$ cat src/hdl/etl_pkg.sv
`default_nettype none

package etl_pkg;

    // fixed field widths
    localparam int TIME_W   = 32;
    localparam int DELAY_W  = 31;
    localparam int HANDLE_W = 32;
    localparam int KIND_W   = 2;

    // request codes
    localparam logic FUNC_ADD      = 1'b0;
    localparam logic FUNC_DISPATCH = 1'b1;

    // result codes
    localparam logic [KIND_W-1:0] KIND_ADDED = 2'd0;
    localparam logic [KIND_W-1:0] KIND_FULL  = 2'd1;
    localparam logic [KIND_W-1:0] KIND_FIRED = 2'd2;
    localparam logic [KIND_W-1:0] KIND_NONE  = 2'd3;

    // shared adder operation
    typedef enum logic {
        ALU_ADD,
        ALU_SUB
    } alu_op_t;

    typedef struct packed {
        alu_op_t           op;
        logic [TIME_W-1:0] a;
        logic [TIME_W-1:0] b;
    } alu_req_t;

    typedef struct packed {
        logic [TIME_W-1:0] sum;
        logic              expired;
    } alu_rsp_t;

endpackage

`default_nettype wire

$ cat src/hdl/etl_alu.sv
`default_nettype none

module etl_alu (
    input  var etl_pkg::alu_req_t req,
    output var etl_pkg::alu_rsp_t rsp
);
    import etl_pkg::*;

    logic [TIME_W-1:0] result;

    // one adder serves both expiry computation and the wrap-safe compare
    always_comb
    begin
        case (req.op)
            ALU_ADD: result = req.a + req.b;
            ALU_SUB: result = req.a - req.b;
            default: result = req.a + req.b;
        endcase
    end

    // signed difference at most zero: zero or negative
    assign rsp.sum     = result;
    assign rsp.expired = (result == '0) || result[TIME_W-1];

endmodule

`default_nettype wire

$ cat src/hdl/etl_slot_mem.sv
`default_nettype none

module etl_slot_mem #(
    parameter int DEPTH = 16,
    parameter int IDX_W = 4
) (
    input  var logic                             clk,
    input  var logic                             wr_en,
    input  var logic [IDX_W-1:0]                 wr_addr,
    input  var logic [etl_pkg::TIME_W-1:0]       wr_expiry,
    input  var logic [etl_pkg::HANDLE_W-1:0]     wr_handle,
    input  var logic                             rd_en,
    input  var logic [IDX_W-1:0]                 rd_addr,
    output var logic [etl_pkg::TIME_W-1:0]       rd_expiry,
    output var logic [etl_pkg::HANDLE_W-1:0]     rd_handle
);
    import etl_pkg::*;

    logic [TIME_W-1:0]   expiry_mem [DEPTH];
    logic [HANDLE_W-1:0] handle_mem [DEPTH];

    // write port
    always_ff @(posedge clk)
    begin
        if (wr_en)
        begin
            expiry_mem[wr_addr] <= wr_expiry;
            handle_mem[wr_addr] <= wr_handle;
        end
    end

    // registered read port, holds its data between reads
    always_ff @(posedge clk)
    begin
        if (rd_en)
        begin
            rd_expiry <= expiry_mem[rd_addr];
            rd_handle <= handle_mem[rd_addr];
        end
    end

endmodule

`default_nettype wire

$ cat src/hdl/expiring_timer_table.sv
`default_nettype none

// channel   direction  handshake           word
// input     in         in_valid, in_stall  func, delay_ms, handle, now_ms
// result    out        out_valid, out_stall kind, fired_handle, last
//
// add: scans up from slot 0 past occupied slots to the lowest free one, else reports full
// dispatch: one slot a cycle through the single comparator, held while a hit waits on the output
// a dispatch gives one word per fired slot, or one none word if nothing fired; each waits while out_stall is high
// reset clears all slot valid bits at once, no clearing pass; stored words need none
// in_stall stays high from acceptance until the final word is in the output register

module expiring_timer_table #(
    parameter int TIMER_SLOTS = 16
) (
    input  var logic                             clk,
    input  var logic                             rst_n,
    input  var logic                             in_valid,
    output var logic                             in_stall,
    input  var logic                             func,
    input  var logic [etl_pkg::DELAY_W-1:0]      delay_ms,
    input  var logic [etl_pkg::HANDLE_W-1:0]     handle,
    input  var logic [etl_pkg::TIME_W-1:0]       now_ms,
    output var logic                             out_valid,
    input  var logic                             out_stall,
    output var logic [etl_pkg::KIND_W-1:0]       kind,
    output var logic [etl_pkg::HANDLE_W-1:0]     fired_handle,
    output var logic                             last
);
    import etl_pkg::*;

    localparam int IDX_W = (TIMER_SLOTS > 1) ? $clog2(TIMER_SLOTS) : 1;
    localparam logic [IDX_W-1:0] LAST_IDX = IDX_W'(TIMER_SLOTS - 1);

    typedef enum logic [2:0] {
        ST_IDLE,
        ST_ADD_SCAN,
        ST_DSP_CMP,
        ST_DSP_END,
        ST_RESULT
    } state_t;

    state_t                   state_reg, state_next;
    logic [IDX_W-1:0]         idx_reg, idx_next;
    logic [DELAY_W-1:0]       delay_reg, delay_next;
    logic [HANDLE_W-1:0]      handle_reg, handle_next;
    logic [TIME_W-1:0]        now_reg, now_next;
    logic [TIMER_SLOTS-1:0]   slot_valid_reg, slot_valid_next;
    logic                     pend_valid_reg, pend_valid_next;
    logic [HANDLE_W-1:0]      pend_handle_reg, pend_handle_next;
    logic [KIND_W-1:0]        res_kind_reg, res_kind_next;
    logic                     out_valid_reg, out_valid_next;
    logic [KIND_W-1:0]        kind_reg, kind_next;
    logic [HANDLE_W-1:0]      fired_handle_reg, fired_handle_next;
    logic                     last_reg, last_next;

    logic                     mem_wr_en;
    logic                     mem_rd_en;
    logic [IDX_W-1:0]         mem_rd_addr;
    logic [TIME_W-1:0]        rd_expiry;
    logic [HANDLE_W-1:0]      rd_handle;
    alu_req_t                 alu_req;
    alu_rsp_t                 alu_rsp;
    logic                     out_free;
    logic                     hit;
    logic                     advance;

    // shared adder and comparator
    etl_alu u_alu (
        .req (alu_req),
        .rsp (alu_rsp)
    );

    // expiry and handle store
    etl_slot_mem #(
        .DEPTH (TIMER_SLOTS),
        .IDX_W (IDX_W)
    ) u_slot_mem (
        .clk       (clk),
        .wr_en     (mem_wr_en),
        .wr_addr   (idx_reg),
        .wr_expiry (alu_rsp.sum),
        .wr_handle (handle_reg),
        .rd_en     (mem_rd_en),
        .rd_addr   (mem_rd_addr),
        .rd_expiry (rd_expiry),
        .rd_handle (rd_handle)
    );

    assign out_free = !out_valid_reg || !out_stall;
    assign hit      = slot_valid_reg[idx_reg] && alu_rsp.expired;
    assign advance  = !hit || !pend_valid_reg || out_free;

    // sequencer
    always_comb
    begin
        state_next        = state_reg;
        idx_next          = idx_reg;
        delay_next        = delay_reg;
        handle_next       = handle_reg;
        now_next          = now_reg;
        slot_valid_next   = slot_valid_reg;
        pend_valid_next   = pend_valid_reg;
        pend_handle_next  = pend_handle_reg;
        res_kind_next     = res_kind_reg;
        out_valid_next    = out_valid_reg;
        kind_next         = kind_reg;
        fired_handle_next = fired_handle_reg;
        last_next         = last_reg;
        mem_wr_en         = 1'b0;
        mem_rd_en         = 1'b0;
        mem_rd_addr       = idx_reg;
        alu_req.op        = ALU_ADD;
        alu_req.a         = now_reg;
        alu_req.b         = {1'b0, delay_reg};

        // output word taken
        if (out_valid_reg && !out_stall)
        begin
            out_valid_next = 1'b0;
        end

        case (state_reg)
            ST_IDLE:
            begin
                if (in_valid)
                begin
                    now_next    = now_ms;
                    delay_next  = delay_ms;
                    handle_next = handle;
                    idx_next    = '0;
                    if (func == FUNC_ADD)
                    begin
                        state_next = ST_ADD_SCAN;
                    end
                    else
                    begin
                        pend_valid_next = 1'b0;
                        mem_rd_en       = 1'b1;
                        mem_rd_addr     = '0;
                        state_next      = ST_DSP_CMP;
                    end
                end
            end

            // look for the lowest free slot, one a cycle
            ST_ADD_SCAN:
            begin
                if (!slot_valid_reg[idx_reg])
                begin
                    mem_wr_en                = 1'b1;
                    slot_valid_next[idx_reg] = 1'b1;
                    res_kind_next            = KIND_ADDED;
                    state_next               = ST_RESULT;
                end
                else if (idx_reg == LAST_IDX)
                begin
                    res_kind_next = KIND_FULL;
                    state_next    = ST_RESULT;
                end
                else
                begin
                    idx_next = idx_reg + IDX_W'(1);
                end
            end

            // compare one slot a cycle unless a hit waits on a busy output, hold back the latest hit to mark last
            ST_DSP_CMP:
            begin
                alu_req.op = ALU_SUB;
                alu_req.a  = rd_expiry;
                alu_req.b  = now_reg;
                if (hit && pend_valid_reg && out_free)
                begin
                    out_valid_next    = 1'b1;
                    kind_next         = KIND_FIRED;
                    fired_handle_next = pend_handle_reg;
                    last_next         = 1'b0;
                end
                if (hit && advance)
                begin
                    pend_valid_next          = 1'b1;
                    pend_handle_next         = rd_handle;
                    slot_valid_next[idx_reg] = 1'b0;
                end
                if (advance)
                begin
                    if (idx_reg == LAST_IDX)
                    begin
                        state_next = ST_DSP_END;
                    end
                    else
                    begin
                        idx_next    = idx_reg + IDX_W'(1);
                        mem_rd_en   = 1'b1;
                        mem_rd_addr = idx_reg + IDX_W'(1);
                    end
                end
            end

            // final word of a dispatch
            ST_DSP_END:
            begin
                if (out_free)
                begin
                    out_valid_next    = 1'b1;
                    last_next         = 1'b1;
                    kind_next         = pend_valid_reg ? KIND_FIRED : KIND_NONE;
                    fired_handle_next = pend_valid_reg ? pend_handle_reg : '0;
                    pend_valid_next   = 1'b0;
                    state_next        = ST_IDLE;
                end
            end

            // single word of an add
            ST_RESULT:
            begin
                if (out_free)
                begin
                    out_valid_next    = 1'b1;
                    last_next         = 1'b1;
                    kind_next         = res_kind_reg;
                    fired_handle_next = '0;
                    state_next        = ST_IDLE;
                end
            end

            default:
            begin
                state_next = ST_IDLE;
            end
        endcase
    end

    // state and registered outputs
    always_ff @(posedge clk or negedge rst_n)
    begin
        if (!rst_n)
        begin
            state_reg        <= ST_IDLE;
            idx_reg          <= '0;
            delay_reg        <= '0;
            handle_reg       <= '0;
            now_reg          <= '0;
            slot_valid_reg   <= '0;
            pend_valid_reg   <= 1'b0;
            pend_handle_reg  <= '0;
            res_kind_reg     <= KIND_ADDED;
            out_valid_reg    <= 1'b0;
            kind_reg         <= KIND_ADDED;
            fired_handle_reg <= '0;
            last_reg         <= 1'b0;
        end
        else
        begin
            state_reg        <= state_next;
            idx_reg          <= idx_next;
            delay_reg        <= delay_next;
            handle_reg       <= handle_next;
            now_reg          <= now_next;
            slot_valid_reg   <= slot_valid_next;
            pend_valid_reg   <= pend_valid_next;
            pend_handle_reg  <= pend_handle_next;
            res_kind_reg     <= res_kind_next;
            out_valid_reg    <= out_valid_next;
            kind_reg         <= kind_next;
            fired_handle_reg <= fired_handle_next;
            last_reg         <= last_next;
        end
    end

    assign in_stall     = (state_reg != ST_IDLE);
    assign out_valid    = out_valid_reg;
    assign kind         = kind_reg;
    assign fired_handle = fired_handle_reg;
    assign last         = last_reg;

    // checks
    a_single_word_last: assert property (@(posedge clk) disable iff (!rst_n)
        out_valid && (kind == KIND_ADDED || kind == KIND_FULL || kind == KIND_NONE)
        |-> last)
        else $error("add or none word without last");

    a_no_handle_unless_fired: assert property (@(posedge clk) disable iff (!rst_n)
        out_valid && kind != KIND_FIRED |-> fired_handle == '0)
        else $error("handle on a word that fired nothing");

    a_pending_in_dispatch: assert property (@(posedge clk) disable iff (!rst_n)
        pend_valid_reg |-> (state_reg == ST_DSP_CMP || state_reg == ST_DSP_END))
        else $error("held fired word outside a dispatch");

    a_add_sets_one_slot: assert property (@(posedge clk) disable iff (!rst_n)
        mem_wr_en |=> $countones(slot_valid_reg) == $countones($past(slot_valid_reg)) + 1)
        else $error("add did not occupy exactly one new slot");

endmodule

`default_nettype wire
$ cat config.mk
export PLATFORM = sky130hd
export DESIGN_NAME = expiring_timer_table
export DESIGN_NICKNAME = d
export VERILOG_FILES = /design/src/hdl/etl_pkg.sv /design/src/hdl/etl_alu.sv /design/src/hdl/etl_slot_mem.sv /design/src/hdl/expiring_timer_table.sv
export SDC_FILE = /design/constraint.sdc
export NUM_CORES = 2
export LEC_CHECK = 0
export BUFFER_PORTS_ARGS = -buffer_cell sky130_fd_sc_hd__buf_2
export CAP_MARGIN = 25
export CORE_MARGIN = 8
export CORE_UTILIZATION = 55
export DETAILED_ROUTE_END_ITERATION = 8
export PLACE_DENSITY = 0.81
export SLEW_MARGIN = 10
export SYNTH_ARGS = -nofsm -noshare
export SYNTH_HDL_FRONTEND = slang
export SYNTH_SLANG_ARGS = --single-unit
$ cat constraint.sdc
create_clock -name clk -period 11.3 [get_ports clk]
set_clock_uncertainty 0.15 [all_clocks]
set_input_delay 0.565 -clock clk [delete_from_list [all_inputs] [get_ports clk]]
set_output_delay 0.565 -clock clk [all_outputs]
set_load 0.01 [all_outputs]
==> flow_summary.json <==
{
  "status": "finished clean",
  "reg2reg_depth": 30,
  "maxCapViolCount": 0,
  "synth-adder-area-share": 0.00911,
  "clkTransAtPathRegs_ps": 70,
  "ioPinCount": 137,
  "gr-total-overflow": 0,
  "synth.area.top_cells": "edfxtp_1, mux4_2, dfrtp_1",
  "postCtsSetupBuffers": 0,
  "cts_sinks": 1276,
  "synth-edff-count": 1088,
  "synth.most_common_cell": "edfxtp_1",
  "grt_pass1_vias": 30100,
  "ff2ff_setup_slack_ps": 2020,
  "max_clock_freq_mhz": 108,
  "first_iter_violations": 3780,
  "hold_path_class": "input port to flip-flop",
  "crit_path_max_fanout": 65,
  "finalNetCount": 3335,
  "cts-root-buf": "clkbuf_16",
  "wire_per_inst_um": 29.3,
  "synth-seq-area-share": 0.724,
  "rows": 112,
  "cts_tree": "built",
  "start_util": 0.554,
  "drive_gt1_frac": 0.246,
  "final_max_slew_viol_count": 0,
  "htree_levels": 3,
  "grtUsageMet1": 0.344,
  "cts_buffers": 117,
  "yosys.area_share.simple": 0.0539,
  "diodes": 0,
  "period_share": 0.821,
  "cp_slowest_stage_delay_ps": 790,
  "async_reset_ff_frac": 0.147,
  "crit_slowest_cell": "a211oi_2",
  "track_usage": 0.254,
  "dp_hpwl_um": 68700,
  "post_cts_resized": 0,
  "period_minus_slack_ps": 9280,
  "drc": 0,
  "postRouteAntennaNets": 0,
  "reg.largest.list": "u_slot_mem.expiry_mem: 512 flops, u_slot_mem.handle_mem: 512 flops",
  "hold_buffers": 95,
  "ys_dominant_reg_cell": "edfxtp_1",
  "antenna_found_initial": 1,
  "drt_wl_total_um": 133000,
  "worstSkewPairLatency_ps": 730,
  "setup_tns_ps": 0,
  "synth_compound_area_frac": 0.0509,
  "clk_path_buf_depth": 3,
  "yosysTopAreaCell": "edfxtp_1",
  "synth_top_family_by_area": "multiplexers",
  "crit_path_start_kind": "flip-flop",
  "hold_path_end": "handle_reg[19]$_DFFE_PN0P_",
  "synth_mux_area_frac": 0.137,
  "fillers": 6071,
  "reg2reg_to": "u_slot_mem.rd_handle[28]$_DFFE_PP_",
  "setup_viol": 0,
  "critical_path_class": "flip-flop to flip-flop",
  "tightest_slew_ps": 1110,
  "ys_warn_count": 0,
  "synth_xor_area_frac": 0.00780,
  "grt_max_degree": 88,
  "die_y_um": 322,
  "gp_congestion": 0.882,
  "vias": 29600,
  "dr.pass1.iters": 5,
  "rr_startpoint": "state_reg[0]$_DFFE_PN0P_",
  "grt_pass1_wl_um": 196000,
  "grtUsageMet3": 0.0447,
  "ys_seq_elements": 1276,
  "holdPathStages": 2,
  "core_um2": 93200,
  "cp.arrival_ps": 9600,
  "use_met2": 0.423,
  "cp.required_ps": 11620,
  "die_w_um": 322,
  "dieArea_um2": 104000,
  "hold_slack_ps": 31.6,
  "synth_commonest_cells": "edfxtp_1, nand2_1, mux4_2, dfrtp_1, a22oi_1",
  "slew_headroom": 0.260,
  "hold_violations": 0,
  "yosys.area.top_type_share": 0.633,
  "top_usage_layer": "met2",
  "synthCells": 2921,
  "path_common_cell": "nand2_1",
  "io_buffers": 136,
  "rsz0062_at_grt": "false",
  "synth_fp_nets": 3058,
  "avgSynthCellArea_um2": 17.7,
  "hp-start": "handle[19]",
  "synth_cell_types": 92,
  "syn_area_um2": 51600,
  "setup.worst_path.end_class": "flip-flop",
  "viasPerCell": 6.49,
  "syn_to_final_growth_pct": 14.1
}
[cells in the final DEF, fill, tap and decap left out, drive strengths merged, types with 11 or more instances in the layout]
cell	count
clkinv	55
nor3	25
mux4	262
dfrtp	188
nand4	12
o21ai	84
a21oi	45
a22oi	132
xor2	21
dlygate4sd3	95
xnor2	25
ha	36
bufinv	13
a21o	14
clkbuf	144
edfxtp	1088
nor2	85
nor4	14
nand3	46
buf	216
a31oi	11
mux2	98
inv	23
nand2	416
[critical path: cells and delay by family, from the launching register on]
kind            cells  cell delay, ps
fa+ha+maj           2             710
compound gates     10            2890
mux                 1             580
buf+inv             4            1210
xor+xnor            1             150
flops               1             570
simple gates       12            2710
[cell type report]
class / instances / area, µm² / area share
clock buffers: 143 / 3100 / 0.0526
well taps: 1254 / 1570 / 0.0266
flip-flops and latches: 1276 / 37400 / 0.634
repair buffers: 312 / 2420 / 0.0410
clock inverters: 78 / 828 / 0.0141
multi-input cells: 1471 / 13600 / 0.230
inverters: 20 / 75.1 / 0.00127
[worst max path at each step]
stage / start / to / cells after the start
6_report: state_reg[0]$_DFFE_PN0P_ / u_slot_mem.rd_handle[28]$_DFFE_PP_ / 30
3_5_place_dp: state_reg[0]$_DFFE_PN0P_ / u_slot_mem.rd_handle[16]$_DFFE_PP_ / 27
4_1_cts: state_reg[0]$_DFFE_PN0P_ / u_slot_mem.rd_handle[28]$_DFFE_PP_ / 27
5_1_grt: state_reg[0]$_DFFE_PN0P_ / u_slot_mem.rd_handle[15]$_DFFE_PP_ / 29
3_3_place_gp: state_reg[0]$_DFFE_PN0P_ / u_slot_mem.rd_handle[28]$_DFFE_PP_ / 27
2_1_floorplan: state_reg[2]$_DFFE_PN0P_ / u_slot_mem.rd_handle[10]$_DFFE_PP_ / 32
[layer usage]
metal / vias to the layer above / routed length (µm)
met5: - / 0
met4: 0 / 4340
met3: 318 / 13800
met2: 2045 / 65200
met1: 15100 / 49900
li1: 12100 / -
[cells by family after synthesis]
logic type / after synthesis
and+or+nand+nor: 651
adders and majority gates: 37
xor gates and xnor gates: 46
AOI/OAI and AO/OA: 371
DFF: 1276
muxes: 366
buffers and inverters: 174
[through the flow]
| stage | cells | area, µm² | worst slack [ps] | util |
|---|---|---|---|---|
| 6_report | 4554 | 58900 | 2020 | 0.632 |
| 5_1_grt | 4554 | 58900 | 1340 | 0.632 |
| 4_1_cts | 4549 | 58800 | 1780 | 0.631 |
| 3_5_place_dp | 4233 | 53900 | 1840 | 0.579 |
| 3_3_place_gp | 4228 | 53900 | 2170 | 0.578 |
| 2_1_floorplan | 2921 | 51600 | 1350 | - |
Power is not shown: default switching activity piles up to over one toggle a cycle in this logic, so the estimate is an artifact.
